$ cat config.mk
export PLATFORM = sky130hd
export DESIGN_NAME = mp3_frame_scanner_flat
export DESIGN_NICKNAME = d
export VERILOG_FILES = /design/src/hw/rtl/mfs_pkg.sv /design/src/hw/rtl/mfs_in_if.sv /design/src/hw/rtl/mfs_out_if.sv /design/src/hw/rtl/mfs_divider.sv /design/src/hw/rtl/mp3_frame_scanner.sv /design/src/flat_wrapper.sv
export SDC_FILE = /design/constraint.sdc
export NUM_CORES = 2
export LEC_CHECK = 0
export BUFFER_PORTS_ARGS = -buffer_cell sky130_fd_sc_hd__buf_4
export CAP_MARGIN = 20
export CORE_ASPECT_RATIO = 0.8
export CORE_MARGIN = 2
export CORE_UTILIZATION = 45
export DETAILED_ROUTE_END_ITERATION = 8
export GPL_TIMING_DRIVEN = 0
export HOLD_SLACK_MARGIN = 0.12
export SETUP_SLACK_MARGIN = 0.4
export SYNTH_ARGS = -nofsm -noshare
export SYNTH_HDL_FRONTEND = slang
export SYNTH_HIERARCHICAL = 1
export SYNTH_SLANG_ARGS = --single-unit
$ cat constraint.sdc
create_clock -name clk_i -period 13.35 [get_ports clk_i]
set_input_delay 1.335 -clock clk_i [delete_from_list [all_inputs] [get_ports clk_i]]
set_output_delay 1.335 -clock clk_i [all_outputs]
set_load 0.05 [all_outputs]
$ cat src/hw/rtl/mfs_pkg.sv
// Shared types, constants and lookup tables of the MP3 frame scanner.
package mfs_pkg;

  localparam int unsigned MaxFrameBytesDef = 2048;

  // Shared divider geometry: a 43-bit dividend and quotient, a 32-bit divisor.
  localparam int unsigned DivQW   = 43;
  localparam int unsigned DivRW   = 32;
  localparam int unsigned DivCntW = $clog2(DivQW + 1);

  localparam logic [DivCntW-1:0] SizeSteps = DivCntW'(12);
  localparam logic [DivCntW-1:0] DurSteps  = DivCntW'(DivQW);
  localparam logic [DivCntW-1:0] AvgSteps  = DivCntW'(9);

  localparam logic [1:0] ClsPending = 2'd0;
  localparam logic [1:0] ClsGarbage = 2'd1;
  localparam logic [1:0] ClsStart   = 2'd2;
  localparam logic [1:0] ClsBody    = 2'd3;

  localparam logic [1:0] VerNone  = 2'd0;
  localparam logic [1:0] VerMpeg1 = 2'd1;
  localparam logic [1:0] VerMpeg2 = 2'd2;

  localparam logic [7:0]  SyncByte    = 8'hFF;
  localparam logic [3:0]  SyncNibFull = 4'hF;
  localparam logic [3:0]  SyncNibExt  = 4'hE;
  localparam logic [25:0] SizeScaleV1 = 26'd144000;
  localparam logic [25:0] SizeScaleV2 = 26'd72000;
  localparam logic [10:0] SpfV1       = 11'd1152;
  localparam logic [10:0] SpfV2       = 11'd576;
  localparam logic [8:0]  KbpsCeiling = 9'd320;
  localparam logic [1:0]  ModeMono    = 2'b11;

  // Multiply-and-shift that equals a division by 1000 for any 16-bit value.
  localparam logic [16:0] KhzRecip = 17'd67109;
  localparam int unsigned KhzShift = 26;

  typedef struct packed {
    logic [7:0] data_byte;
    logic       end_of_stream;
  } mfs_in_t;

  typedef struct packed {
    logic [1:0]  byte_class;
    logic [11:0] frame_bytes;
    logic [8:0]  constant_kbps;
    logic [31:0] frame_count;
    logic [31:0] garbage_count;
    logic [31:0] good_byte_count;
    logic [15:0] sample_rate_hz;
    logic [1:0]  mpeg_version;
    logic        is_stereo;
    logic [31:0] duration_ms;
    logic [8:0]  avg_kbps;
    logic        final_res;
  } mfs_out_t;

  typedef struct packed {
    logic               start;
    logic [DivCntW-1:0] count;
    logic [DivRW-1:0]   divisor;
    logic [DivRW-1:0]   rem_init;
    logic [DivQW-1:0]   quo_init;
  } mfs_div_req_t;

  typedef struct packed {
    logic             busy;
    logic             done;
    logic [DivQW-1:0] quotient;
  } mfs_div_rsp_t;

  function automatic logic [8:0] kbps_lookup(input logic v1, input logic [3:0] idx);
    logic [8:0] k;
    if (v1) begin
      case (idx)
        4'd1:    k = 9'd32;
        4'd2:    k = 9'd40;
        4'd3:    k = 9'd48;
        4'd4:    k = 9'd56;
        4'd5:    k = 9'd64;
        4'd6:    k = 9'd80;
        4'd7:    k = 9'd96;
        4'd8:    k = 9'd112;
        4'd9:    k = 9'd128;
        4'd10:   k = 9'd160;
        4'd11:   k = 9'd192;
        4'd12:   k = 9'd224;
        4'd13:   k = 9'd256;
        4'd14:   k = 9'd320;
        default: k = 9'd0;
      endcase
    end else begin
      case (idx)
        4'd1:    k = 9'd8;
        4'd2:    k = 9'd16;
        4'd3:    k = 9'd24;
        4'd4:    k = 9'd32;
        4'd5:    k = 9'd40;
        4'd6:    k = 9'd48;
        4'd7:    k = 9'd56;
        4'd8:    k = 9'd64;
        4'd9:    k = 9'd80;
        4'd10:   k = 9'd96;
        4'd11:   k = 9'd112;
        4'd12:   k = 9'd128;
        4'd13:   k = 9'd144;
        4'd14:   k = 9'd160;
        default: k = 9'd0;
      endcase
    end
    return k;
  endfunction

  function automatic logic [15:0] rate_lookup(input logic v1, input logic [1:0] idx);
    logic [15:0] r;
    case (idx)
      2'd0:    r = v1 ? 16'd44100 : 16'd22050;
      2'd1:    r = v1 ? 16'd48000 : 16'd24000;
      2'd2:    r = v1 ? 16'd32000 : 16'd16000;
      default: r = 16'd0;
    endcase
    return r;
  endfunction

endpackage

$ cat src/hw/rtl/mfs_in_if.sv
// Input channel of the frame scanner: valid, ready and one file byte with its end-of-stream flag.
interface mfs_in_if import mfs_pkg::*; ();
  logic    valid;
  logic    ready;
  mfs_in_t payload;

  modport source (output valid, output payload, input ready);
  modport sink (input valid, input payload, output ready);
endinterface

$ cat src/hw/rtl/mfs_out_if.sv
// Output channel of the frame scanner: valid, ready and one result.
interface mfs_out_if import mfs_pkg::*; ();
  logic     valid;
  logic     ready;
  mfs_out_t payload;

  modport source (output valid, output payload, input ready);
  modport sink (input valid, input payload, output ready);
endinterface

$ cat src/hw/rtl/mfs_divider.sv
// Restoring radix-2 divider, one quotient bit per cycle, preloaded remainder.
module mfs_divider import mfs_pkg::*; (
  input  logic         clk_i,
  input  logic         rst_ni,
  input  mfs_div_req_t req_i,
  output mfs_div_rsp_t rsp_o
);

  logic [DivRW-1:0]   rem_q, rem_d;
  logic [DivQW-1:0]   quo_q, quo_d;
  logic [DivRW-1:0]   dvs_q, dvs_d;
  logic [DivCntW-1:0] cnt_q, cnt_d;
  logic               busy_q, busy_d;
  logic               done_q, done_d;

  logic [DivRW:0] shifted;
  logic [DivRW:0] diff;
  logic           fits;

  assign shifted = {rem_q, quo_q[DivQW-1]};
  assign diff    = shifted - {1'b0, dvs_q};
  assign fits    = shifted >= {1'b0, dvs_q};

  always_comb begin
    rem_d  = rem_q;
    quo_d  = quo_q;
    dvs_d  = dvs_q;
    cnt_d  = cnt_q;
    busy_d = busy_q;
    done_d = 1'b0;
    if (req_i.start) begin
      rem_d  = req_i.rem_init;
      quo_d  = req_i.quo_init;
      dvs_d  = req_i.divisor;
      cnt_d  = req_i.count;
      busy_d = 1'b1;
    end else if (busy_q) begin
      // The remainder stays below the divisor, so it fits DivRW bits.
      rem_d = fits ? diff[DivRW-1:0] : shifted[DivRW-1:0];
      quo_d = {quo_q[DivQW-2:0], fits};
      cnt_d = cnt_q - DivCntW'(1);
      if (cnt_q == DivCntW'(1)) begin
        busy_d = 1'b0;
        done_d = 1'b1;
      end
    end
  end

  always_ff @(posedge clk_i or negedge rst_ni) begin
    if (!rst_ni) begin
      cnt_q  <= '0;
      busy_q <= 1'b0;
      done_q <= 1'b0;
    end else begin
      cnt_q  <= cnt_d;
      busy_q <= busy_d;
      done_q <= done_d;
    end
  end

  always_ff @(posedge clk_i) begin
    rem_q <= rem_d;
    quo_q <= quo_d;
    dvs_q <= dvs_d;
  end

  assign rsp_o.busy     = busy_q;
  assign rsp_o.done     = done_q;
  assign rsp_o.quotient = quo_q;

endmodule

$ cat src/hw/rtl/mp3_frame_scanner.sv
// MP3 frame scanner: byte window, header check, frame sizing and stream totals.
// A byte while the window fills goes from IDLE to DONE; a frame body byte or a rejected
// sync also passes through CHECK, a header candidate CHECK and SIZE (12 divider steps
// for the frame size). An end-of-stream byte then runs FIN, DURGO, DUR (43 divider steps
// for the duration) and AVG (9 for the average bitrate), or only FIN if not an MP3.
// One byte is in work at a time; the shared divider and the output's ready set the pace.
// Reset (asynchronous, active low) clears the window, counters and locked values.
module mp3_frame_scanner import mfs_pkg::*; #(
  parameter int unsigned MAX_FRAME_BYTES = MaxFrameBytesDef
) (
  input  logic             clk_i,
  input  logic             rst_ni,
  mfs_in_if.sink           in_i,
  mfs_out_if.source        out_o
);

  localparam int unsigned BodyW = $clog2(MAX_FRAME_BYTES);

  localparam logic [2:0] ST_IDLE   = 3'd0;
  localparam logic [2:0] ST_CHECK  = 3'd1;
  localparam logic [2:0] ST_SIZE   = 3'd2;
  localparam logic [2:0] ST_FIN    = 3'd3;
  localparam logic [2:0] ST_DURGO  = 3'd4;
  localparam logic [2:0] ST_DUR    = 3'd5;
  localparam logic [2:0] ST_AVG    = 3'd6;
  localparam logic [2:0] ST_DONE   = 3'd7;

  function automatic logic [31:0] sat_add32(input logic [31:0] a, input logic [31:0] b);
    logic [32:0] s;
    s = {1'b0, a} + {1'b0, b};
    return s[32] ? 32'hFFFF_FFFF : s[31:0];
  endfunction

  // Control and stream state.
  logic [2:0]       state_q, state_d;
  logic [7:0]       win_q [4];
  logic [7:0]       win_d [4];
  logic [1:0]       fill_q, fill_d;
  logic [BodyW-1:0] body_q, body_d;
  logic [31:0]      frames_q, frames_d;
  logic [31:0]      garbage_q, garbage_d;
  logic [31:0]      good_q, good_d;
  logic [15:0]      lrate_q, lrate_d;
  logic [8:0]       lkbps_q, lkbps_d;
  logic [1:0]       lver_q, lver_d;
  logic             lstereo_q, lstereo_d;
  logic [40:0]      ksum_q, ksum_d;
  logic             out_valid_q, out_valid_d;

  // Per-transaction working values.
  logic             eos_q, eos_d;
  logic [1:0]       cls_q, cls_d;
  logic [11:0]      fsize_q, fsize_d;
  logic             bad_q, bad_d;
  logic [DivQW-1:0] prod_q, prod_d;
  logic [6:0]       khz_q, khz_d;
  logic [31:0]      dur_q, dur_d;
  logic [8:0]       avg_q, avg_d;
  mfs_out_t         out_q, out_d;

  logic             in_ready;
  logic             load_out;
  logic             do_shift;
  logic             bad_now;
  logic [32:0]      khz_full;

  mfs_div_req_t     div_req;
  mfs_div_rsp_t     div_rsp;

  // Header fields of the window as it stands.
  logic        hdr_v1;
  logic [15:0] hdr_rate;
  logic [8:0]  hdr_kbps;
  logic        hdr_pad;
  logic        hdr_stereo;
  logic        sync_ok;
  logic [25:0] size_num;
  logic [11:0] size;
  logic        size_bad;
  logic [8:0]  avg_raw;

  assign hdr_v1     = win_q[1][3];
  assign hdr_rate   = rate_lookup(hdr_v1, win_q[2][3:2]);
  assign hdr_kbps   = kbps_lookup(hdr_v1, win_q[2][7:4]);
  assign hdr_pad    = win_q[2][1];
  assign hdr_stereo = win_q[3][7:6] != ModeMono;
  assign sync_ok    = (win_q[0] == SyncByte)
                   && (win_q[1][7:4] == SyncNibFull || win_q[1][7:4] == SyncNibExt)
                   && (hdr_rate != 16'd0);
  assign size_num   = (hdr_v1 ? SizeScaleV1 : SizeScaleV2) * {17'd0, hdr_kbps};
  assign size       = div_rsp.quotient[11:0] + {11'd0, hdr_pad};
  assign size_bad   = (size <= 12'd1) || (32'(size) > 32'(MAX_FRAME_BYTES));
  assign avg_raw    = div_rsp.quotient[8:0];
  assign bad_now    = (garbage_q > good_q) || (good_q == 32'd0);
  assign khz_full   = {17'd0, lrate_q} * {16'd0, KhzRecip};

  mfs_divider u_div (
    .clk_i  (clk_i),
    .rst_ni (rst_ni),
    .req_i  (div_req),
    .rsp_o  (div_rsp)
  );

  always_comb begin
    state_d   = state_q;
    win_d     = win_q;
    fill_d    = fill_q;
    body_d    = body_q;
    frames_d  = frames_q;
    garbage_d = garbage_q;
    good_d    = good_q;
    lrate_d   = lrate_q;
    lkbps_d   = lkbps_q;
    lver_d    = lver_q;
    lstereo_d = lstereo_q;
    ksum_d    = ksum_q;
    eos_d     = eos_q;
    cls_d     = cls_q;
    fsize_d   = fsize_q;
    bad_d     = bad_q;
    prod_d    = prod_q;
    khz_d     = khz_q;
    dur_d     = dur_q;
    avg_d     = avg_q;
    div_req   = '0;
    in_ready  = 1'b0;
    load_out  = 1'b0;
    do_shift  = 1'b0;

    case (state_q)
      ST_IDLE: begin
        in_ready = 1'b1;
        if (in_i.valid) begin
          win_d[fill_q] = in_i.payload.data_byte;
          eos_d   = in_i.payload.end_of_stream;
          cls_d   = ClsPending;
          fsize_d = 12'd0;
          bad_d   = 1'b0;
          dur_d   = 32'd0;
          avg_d   = 9'd0;
          if (fill_q == 2'd3) begin
            state_d = ST_CHECK;
          end else begin
            fill_d  = fill_q + 2'd1;
            state_d = in_i.payload.end_of_stream ? ST_FIN : ST_DONE;
          end
        end
      end
      ST_CHECK: begin
        if (body_q != '0) begin
          body_d   = body_q - BodyW'(1);
          cls_d    = ClsBody;
          do_shift = 1'b1;
          state_d  = eos_q ? ST_FIN : ST_DONE;
        end else if (!sync_ok) begin
          garbage_d = sat_add32(garbage_q, 32'd1);
          cls_d     = ClsGarbage;
          do_shift  = 1'b1;
          state_d   = eos_q ? ST_FIN : ST_DONE;
        end else begin
          // The quotient stays below 4096, so only its 12 low bits are developed.
          div_req.start    = 1'b1;
          div_req.count    = SizeSteps;
          div_req.divisor  = {16'd0, hdr_rate};
          div_req.rem_init = {18'd0, size_num[25:12]};
          div_req.quo_init = {size_num[11:0], 31'd0};
          state_d          = ST_SIZE;
        end
      end
      ST_SIZE: begin
        if (div_rsp.done) begin
          if (size_bad || (frames_q != 32'd0 && lrate_q != hdr_rate)) begin
            garbage_d = sat_add32(garbage_q, 32'd1);
            cls_d     = ClsGarbage;
          end else begin
            if (frames_q == 32'd0) begin
              lrate_d   = hdr_rate;
              lkbps_d   = hdr_kbps;
              lver_d    = hdr_v1 ? VerMpeg1 : VerMpeg2;
              lstereo_d = hdr_stereo;
            end else if (lkbps_q != 9'd0 && lkbps_q != hdr_kbps) begin
              lkbps_d = 9'd0;
            end
            if (frames_q != 32'hFFFF_FFFF) begin
              ksum_d = ksum_q + {32'd0, hdr_kbps};
            end
            frames_d = sat_add32(frames_q, 32'd1);
            good_d   = sat_add32(good_q, {20'd0, size});
            body_d   = BodyW'(size - 12'd1);
            fsize_d  = size;
            cls_d    = ClsStart;
          end
          do_shift = 1'b1;
          state_d  = eos_q ? ST_FIN : ST_DONE;
        end
      end
      ST_FIN: begin
        bad_d = bad_now;
        if (bad_now) begin
          state_d = ST_DONE;
        end else begin
          prod_d  = {11'd0, frames_q} * {32'd0, (lver_q == VerMpeg1) ? SpfV1 : SpfV2};
          khz_d   = khz_full[KhzShift +: 7];
          state_d = ST_DURGO;
        end
      end
      ST_DURGO: begin
        div_req.start    = 1'b1;
        div_req.count    = DurSteps;
        div_req.divisor  = {25'd0, khz_q};
        div_req.rem_init = '0;
        div_req.quo_init = prod_q;
        state_d          = ST_DUR;
      end
      ST_DUR: begin
        if (div_rsp.done) begin
          if (khz_q == 7'd0) begin
            dur_d = 32'd0;
          end else if (div_rsp.quotient[DivQW-1:32] != '0) begin
            dur_d = 32'hFFFF_FFFF;
          end else begin
            dur_d = div_rsp.quotient[31:0];
          end
          // The mean bitrate is below 512, so 9 quotient bits suffice.
          div_req.start    = 1'b1;
          div_req.count    = AvgSteps;
          div_req.divisor  = frames_q;
          div_req.rem_init = ksum_q[40:9];
          div_req.quo_init = {ksum_q[8:0], 34'd0};
          state_d          = ST_AVG;
        end
      end
      ST_AVG: begin
        if (div_rsp.done) begin
          if (frames_q == 32'd0) begin
            avg_d = 9'd0;
          end else begin
            avg_d = (avg_raw > KbpsCeiling) ? KbpsCeiling : avg_raw;
          end
          state_d = ST_DONE;
        end
      end
      ST_DONE: begin
        if (!out_valid_q || out_o.ready) begin
          load_out = 1'b1;
          state_d  = ST_IDLE;
        end
      end
      default: begin
        state_d = ST_IDLE;
      end
    endcase

    if (do_shift) begin
      win_d[0] = win_q[1];
      win_d[1] = win_q[2];
      win_d[2] = win_q[3];
      win_d[3] = 8'd0;
      fill_d   = 2'd3;
    end

    // The final result starts a new stream.
    if (load_out && eos_q) begin
      for (int i = 0; i < 4; i++) begin
        win_d[i] = 8'd0;
      end
      fill_d    = 2'd0;
      body_d    = '0;
      frames_d  = 32'd0;
      garbage_d = 32'd0;
      good_d    = 32'd0;
      lrate_d   = 16'd0;
      lkbps_d   = 9'd0;
      lver_d    = VerNone;
      lstereo_d = 1'b0;
      ksum_d    = 41'd0;
    end
  end

  always_comb begin
    out_d = out_q;
    if (load_out) begin
      out_d.byte_class      = cls_q;
      out_d.frame_bytes     = fsize_q;
      out_d.constant_kbps   = lkbps_q;
      out_d.frame_count     = frames_q;
      out_d.garbage_count   = garbage_q;
      out_d.good_byte_count = good_q;
      out_d.sample_rate_hz  = lrate_q;
      out_d.mpeg_version    = lver_q;
      out_d.is_stereo       = lstereo_q;
      out_d.duration_ms     = dur_q;
      out_d.avg_kbps        = avg_q;
      out_d.final_res       = eos_q;
      if (eos_q && bad_q) begin
        out_d.constant_kbps   = 9'd0;
        out_d.frame_count     = 32'd0;
        out_d.garbage_count   = 32'd0;
        out_d.good_byte_count = 32'd0;
        out_d.sample_rate_hz  = 16'd0;
        out_d.mpeg_version    = VerNone;
        out_d.is_stereo       = 1'b0;
        out_d.duration_ms     = 32'd0;
        out_d.avg_kbps        = 9'd0;
      end
    end
    if (load_out) begin
      out_valid_d = 1'b1;
    end else if (out_o.ready) begin
      out_valid_d = 1'b0;
    end else begin
      out_valid_d = out_valid_q;
    end
  end

  always_ff @(posedge clk_i or negedge rst_ni) begin
    if (!rst_ni) begin
      state_q     <= ST_IDLE;
      for (int i = 0; i < 4; i++) begin
        win_q[i] <= 8'd0;
      end
      fill_q      <= 2'd0;
      body_q      <= '0;
      frames_q    <= 32'd0;
      garbage_q   <= 32'd0;
      good_q      <= 32'd0;
      lrate_q     <= 16'd0;
      lkbps_q     <= 9'd0;
      lver_q      <= VerNone;
      lstereo_q   <= 1'b0;
      ksum_q      <= 41'd0;
      out_valid_q <= 1'b0;
    end else begin
      state_q     <= state_d;
      win_q       <= win_d;
      fill_q      <= fill_d;
      body_q      <= body_d;
      frames_q    <= frames_d;
      garbage_q   <= garbage_d;
      good_q      <= good_d;
      lrate_q     <= lrate_d;
      lkbps_q     <= lkbps_d;
      lver_q      <= lver_d;
      lstereo_q   <= lstereo_d;
      ksum_q      <= ksum_d;
      out_valid_q <= out_valid_d;
    end
  end

  always_ff @(posedge clk_i) begin
    eos_q   <= eos_d;
    cls_q   <= cls_d;
    fsize_q <= fsize_d;
    bad_q   <= bad_d;
    prod_q  <= prod_d;
    khz_q   <= khz_d;
    dur_q   <= dur_d;
    avg_q   <= avg_d;
    out_q   <= out_d;
  end

  assign in_i.ready    = in_ready;
  assign out_o.valid   = out_valid_q;
  assign out_o.payload = out_q;

`ifndef NO_ASSERTIONS
  // A new byte is only taken when the divider has nothing in flight.
  a_idle_div_free : assert property (@(posedge clk_i) disable iff (!rst_ni)
    (state_q == ST_IDLE) |-> !div_rsp.busy)
    else $error("divider busy while the scanner is idle");

  // Divider completions only arrive in states that wait for them.
  a_done_expected : assert property (@(posedge clk_i) disable iff (!rst_ni)
    div_rsp.done |-> (state_q == ST_SIZE || state_q == ST_DUR || state_q == ST_AVG))
    else $error("divider finished outside a waiting state");

  // Frame body can only be pending while the window is full.
  a_body_full_window : assert property (@(posedge clk_i) disable iff (!rst_ni)
    (body_q != '0) |-> (fill_q == 2'd3))
    else $error("frame body pending with a partial window");

  // Delivering the final result starts a fresh stream.
  a_final_clears : assert property (@(posedge clk_i) disable iff (!rst_ni)
    (load_out && eos_q) |=> (frames_q == 32'd0 && fill_q == 2'd0 && out_o.payload.final_res))
    else $error("stream state not cleared after the final result");
`endif

endmodule
$ cat src/flat_wrapper.sv
// flat-port wrapper written by rule: the top's interface ports become plain ports
module mp3_frame_scanner_flat import mfs_pkg::*;
#(
  parameter int unsigned MAX_FRAME_BYTES = MaxFrameBytesDef
)
  (clk_i, rst_ni, in_i_valid, in_i_payload, in_i_ready, out_o_valid, out_o_payload, out_o_ready);
  mfs_in_if in_i_i ();
  mfs_out_if out_o_i ();
  input  logic clk_i;
  input  logic rst_ni;
  input wire logic [$bits(in_i_i.valid)-1:0] in_i_valid;
  input wire logic [$bits(in_i_i.payload)-1:0] in_i_payload;
  output wire logic [$bits(in_i_i.ready)-1:0] in_i_ready;
  output wire logic [$bits(out_o_i.valid)-1:0] out_o_valid;
  output wire logic [$bits(out_o_i.payload)-1:0] out_o_payload;
  input wire logic [$bits(out_o_i.ready)-1:0] out_o_ready;
  assign in_i_i.valid = in_i_valid;
  assign in_i_i.payload = in_i_payload;
  assign in_i_ready = in_i_i.ready;
  assign out_o_valid = out_o_i.valid;
  assign out_o_payload = out_o_i.payload;
  assign out_o_i.ready = out_o_ready;
  mp3_frame_scanner #(.MAX_FRAME_BYTES(MAX_FRAME_BYTES)) u_core (.clk_i(clk_i), .rst_ni(rst_ni), .in_i(in_i_i), .out_o(out_o_i));
endmodule
Yosys cells after proc, flatten, opt, wreduce, memory -nomap -nowiden --
Memories as Yosys holds them, arrays and structs flattened. Cells that the tools add are included.
Word-level totals: logic and storage cells 282, register bits after elaboration 616, output and inout port bits 182, memories kept 2, input bits 13, ROM bits 176
Memory list:
- (no name shown) | depth 16, width 6, rd ports 1, clocked after memory_dff 0, wr ports 0, line mfs_pkg.sv:75 | case (idx)
- (no name shown) | depth 16, width 5, rd ports 1, clocked after memory_dff 0, wr ports 0, line mfs_pkg.sv:93 | case (idx)
Cells by class: magnitude comparators 7, bitwise logic cells 2, multiply operators 3, equal/unequal tests 34, reductions and logical operators 54, add/sub/neg operators 10, multiplexer cells 128
Operator list (number):
- $mux W32 | 27
- $mux W114 | 3
- $pmux W114 S3 | 1
- $mux W41 | 5
- $pmux W32 S2 | 2
- $mux W16 | 7
- $mux W9 | 11
- $mux W43 | 2
- $add A32 B1 Y33 const B | 2
- $logic_not A32 Y1 | 2
- $mux W11 | 5
- $pmux W16 S3 | 1
- $mul A32 B11 Y43 | 1
- $add A41 B9 Y41 | 1
- $mux W12 | 3
- $mux W2 | 17
- $add A32 B12 Y33 | 1
- $ge A33 B32 Y1 | 1
- $mul A16 B17 Y33 const B | 1
- $bwmux W32 | 1
- $gt A32 B32 Y1 | 1
- $ne A32 B32 Y1 const B | 1
- $reduce_bool A32 Y1 | 1
- $sub A32 B32 Y32 | 1
- 55 further kinds | 140

Longest topological paths before layout --
word-level depth 10, mapped depth 26, gate-level depth less buffers 25

By module --
Netlist, hierarchy kept.
Modules (own cells, without submodules):
- mp3_frame_scanner | area each 32249.7 um^2, sequential area each 13332.8 um^2, times used 1, cells an instance 3176
- mfs_divider | area each 6925.4 um^2, sequential area each 3413.3 um^2, times used 1, cells an instance 641

Least setup slack after synthesis --
OpenSTA, ideal clock, no wires.
kind input port to flip-flop, start point input port out_o_ready, end point register u_core.lver_q[1], buffers on the path 2, library setup time 137 ps, data arrival time 11588 ps, required time 13213 ps, stages 7, path slack 1626 ps, cell sequence inv_1 a21oi_1 nand2_1 clkbuf_1 buf_1 nand3_1 o21ai_0
Between the ends: longest elaborated chain between the ends 6, elaborated cells between the ends (all ways) 10, those cells by class eq/ne: 1; mux: 3; reduce/logical: 6
Ends and longest elaborated chain:
- start: declaration | line flat_wrapper.sv:16 | input wire logic [$bits(out_o_i.ready)-1:0] out_o_ready;
- $logic_or A1 B1 Y1 (*) | line mp3_frame_scanner.sv:244 | if (!out_valid_q || out_o.ready) begin
- $mux W1 (*) | line mp3_frame_scanner.sv:244
- $mux W1 (*) | line mp3_frame_scanner.sv:130 | case (state_q)
- named net u_core.load_out | line mp3_frame_scanner.sv:62 | logic load_out;
- $logic_and A1 B1 Y1 (*) | line mp3_frame_scanner.sv:263 | if (load_out && eos_q) begin
- $ne A2 B2 Y1 (no source line) or $reduce_bool A2 Y1 (tied branches)
- $reduce_and A4 Y1 (no source line)
- end signal: assignment | line mp3_frame_scanner.sv:329 | lver_q <= VerNone;
- end signal: assignment | line mp3_frame_scanner.sv:343 | lver_q <= lver_d;
- end: declaration | line mp3_frame_scanner.sv:45 | logic [1:0] lver_q, lver_d;
The timed path passes the listed nets; every way through them passes the cells marked *. A chain may end at the register's enable or synchronous reset.

Final worst setup path --
start point register u_core.lver_q[0], end point register u_core.prod_q[41] (data pin)
Between the ends: longest elaborated chain between the ends 3
Ends and longest elaborated chain:
- $eq A2 B1 Y1 | line mp3_frame_scanner.sv:202 | prod_d = {11'd0, frames_q} * {32'd0, (lver_q == VerMpeg1) ? SpfV1 : SpfV2};
- $mux W11 | line mp3_frame_scanner.sv:202
- $mul A32 B11 Y43 | line mp3_frame_scanner.sv:202
- end signal: assignment | line mp3_frame_scanner.sv:355 | prod_q <= prod_d;
- end: declaration | line mp3_frame_scanner.sv:55 | logic [DivQW-1:0] prod_q, prod_d;
No other way between the ends.

==> reports/results.tsv <==
metric	value	unit
FF-to-FF Start	u_core/lver_q[0]	
HPWL after detailed placement	90.6	mm
Crit Path Category	reg2reg	
fin crit share	58.3	%
worst-path fanout max	10	
dpl cell area	42600	µm²
Pwr Density	238	nW/µm²
skew final	0.0298	ns
clock buffer count from CTS	67	
gr usage total	26.2	%
most common cell after layout, fill and taps aside	edfxtp_1	
switching share of power	45.4	%
Top-Level Pins	195	
core area	86000	µm²
Arr. time, crit path	8.16	ns
WL/cell	22.2	µm
Fin. Hold Viols	0	
Max Cap Violations	0	
met3 usage	5.51	%
Power Total	0.0107	W
Initial DRC Count	3079	
first-pass GRT wire length	179	mm
post-route insts no fill	5348	
Sinks on Clock Net	593	
Area Growth Syn to Fin	14.4	%
final instance area	44800	µm²
NumNets Final	4633	
antenna violations before repair	2	
hold_sp	u_core/fsize_q[6]	
Max VDD drop	0.150	mV
largest net degree at the start of global routing	98	
post-cts sizing count	0	
RSZ-0062 raised after global routing	false	
GP Congestion	0.924	
Global Route met2 Usage	37.7	%
WP data required	13.73	ns
slowest cell on the critical path	clkbuf_1	
grt ovf	0	
final hold slack	0.416	ns
Worst-Skew Late Latency	0.63	ns
Die Area	89400	µm²
fmax	129	MHz
Die W	334	µm
vias	30800	
Final min period	7.78	ns
clock network power share	17.9	%
Worst-path clk slew	0.06	ns
Mapped Area	39200	µm²
# H-tree levels	3	
Placed Cells	5222	
Rel. slew slack	21.0	%
Cells after Synth	3816	
Post-Route WL	119	mm
I/O Buffers	188	
Reg power frac	28.0	%
actual slew at the worst max-slew pin	1.19	ns
Switch Pwr	0.00484	W
Final Slew Violations	0	
GRT busiest layer	met1	
Synth warnings	6	
Routed Antenna Nets	0	
clock tree buffer depth	3	
Worst setup EP type	flip-flop	
most frequent cells in the layout	edfxtp_1 (381), ha_1 (348), inv_1 (297)	
launch point of the worst path	u_core/lver_q[0]	
Critical Path Start Type	flip-flop	
post-layout util	52.1	%
internal power	0.00582	W
Hold WC Path Type	reg2reg	
outcome	completed	
Avg Vias per Cell	5.76	
CTS tree	done	
met1 Use GR	39.7	%
clock root cell	clkbuf_16	
crit-path most repeated cell	ha_1	
Logic pwr share	54.1	%
initial core utilization	45.5	%
CP max stage delay	0.75	ns
setup bufs post-CTS	0	
# rows	96	
Die H	268	µm
Leak Pwr	20.0	nW
share of layout cells above drive strength 1	10.6	%
Syn Area/Cell	10.3	µm²
worst path cell trace	nor2b_1, clkbuf_1, buf_1, clkbuf_1, mux2i_1, fa_1, inv_1, fa_1, ha_1, ha_1, ha_1, a21oi_1, o22ai_1, o211ai_1, a2bb2oi_1, a2111o_1, a211o_1, a21oi_1, o21ai_0, xor2_1	
final setup violation count	0	
DRC viols	0	
TritonRoute pass-1 iters	6	
vias in the first global route	29200	
Hold Buf Count CTS	0	
==> power by group through the flow <==
stage | logic [W] | clock network (W) | registers (W)
CTS | 0.00570 | 0.00194 | 0.00299
detailed placement | 0.00565 | 0 | 0.00302
finish | 0.00576 | 0.00190 | 0.00299
floorplan | 0.00344 | 0 | 0.00356
global route | 0.00629 | 0.00201 | 0.00304
global placement | 0.00553 | 0 | 0.00316
==> sequential cells by signal, summed over array words and instances (netlist names), 32 cells and up <==
register	cells
u_core/dur_q	32
u_core/frames_q	32
u_core/out_o.payload	173
u_core/garbage_q	32
u_core/u_div/quo_q	43
u_core/ksum_q	38
u_core/good_q	32
u_core/prod_q	37
u_core/u_div/dvs_q	32
u_core/u_div/rem_q	32
==> cell type report <==
class	instances	area [µm²]
antenna	2	5.00
sequential	593	16700
inverter	300	1130
fill	7848	41200
multi-input combinational	2793	20700
clock buffer	90	1820
buffer	208	883
clock inverter	33	399
tap	1127	1410
timing repair buffer	202	1690
==> worst max-delay path, delay by kind of cell, from the launching register on <==
family,cells,cell delay (ns)
AND/OR/NAND/NOR,1,0.32
XOR/XNOR,1,0.35
flip-flops,1,0.47
AO/OA/AOI/OAI,8,1.85
multiplexers,1,0.47
buffers and inverters,4,2.16
adder cells (fa/ha/maj),5,1.89
==> per-stage QoR <==
step	setup slack, ns	TNS [ns]
6_report	5.57	0
3_3_place_gp	-3.89	-1026.66
3_5_place_dp	5.82	0
5_1_grt	5.27	0
4_1_cts	5.72	0
2_1_floorplan	1.63	0
==> worst paths after layout <==
kind,endpoint,slack (ns),depth (start not counted)
min reg2reg,u_core/out_o.payload[172],0.42,0
max in group asynchronous,u_core/ksum_q[32],11.49,3
max,u_core/prod_q[41],5.57,20
max reg2reg,u_core/prod_q[41],5.57,20
min,u_core/out_o.payload[172],0.42,0
min in group asynchronous,u_core/garbage_q[8],0.59,1
==> routing by layer <==
| layer | vias to the layer above | routed length [µm] |
|---|---|---|
| met5 | - | 12 |
| li1 | 14400 | - |
| met4 | 2 | 3000 |
| met1 | 15000 | 56300 |
| met3 | 190 | 10300 |
| met2 | 1261 | 49100 |
Note: power is estimated with default switching activity, not from simulation.
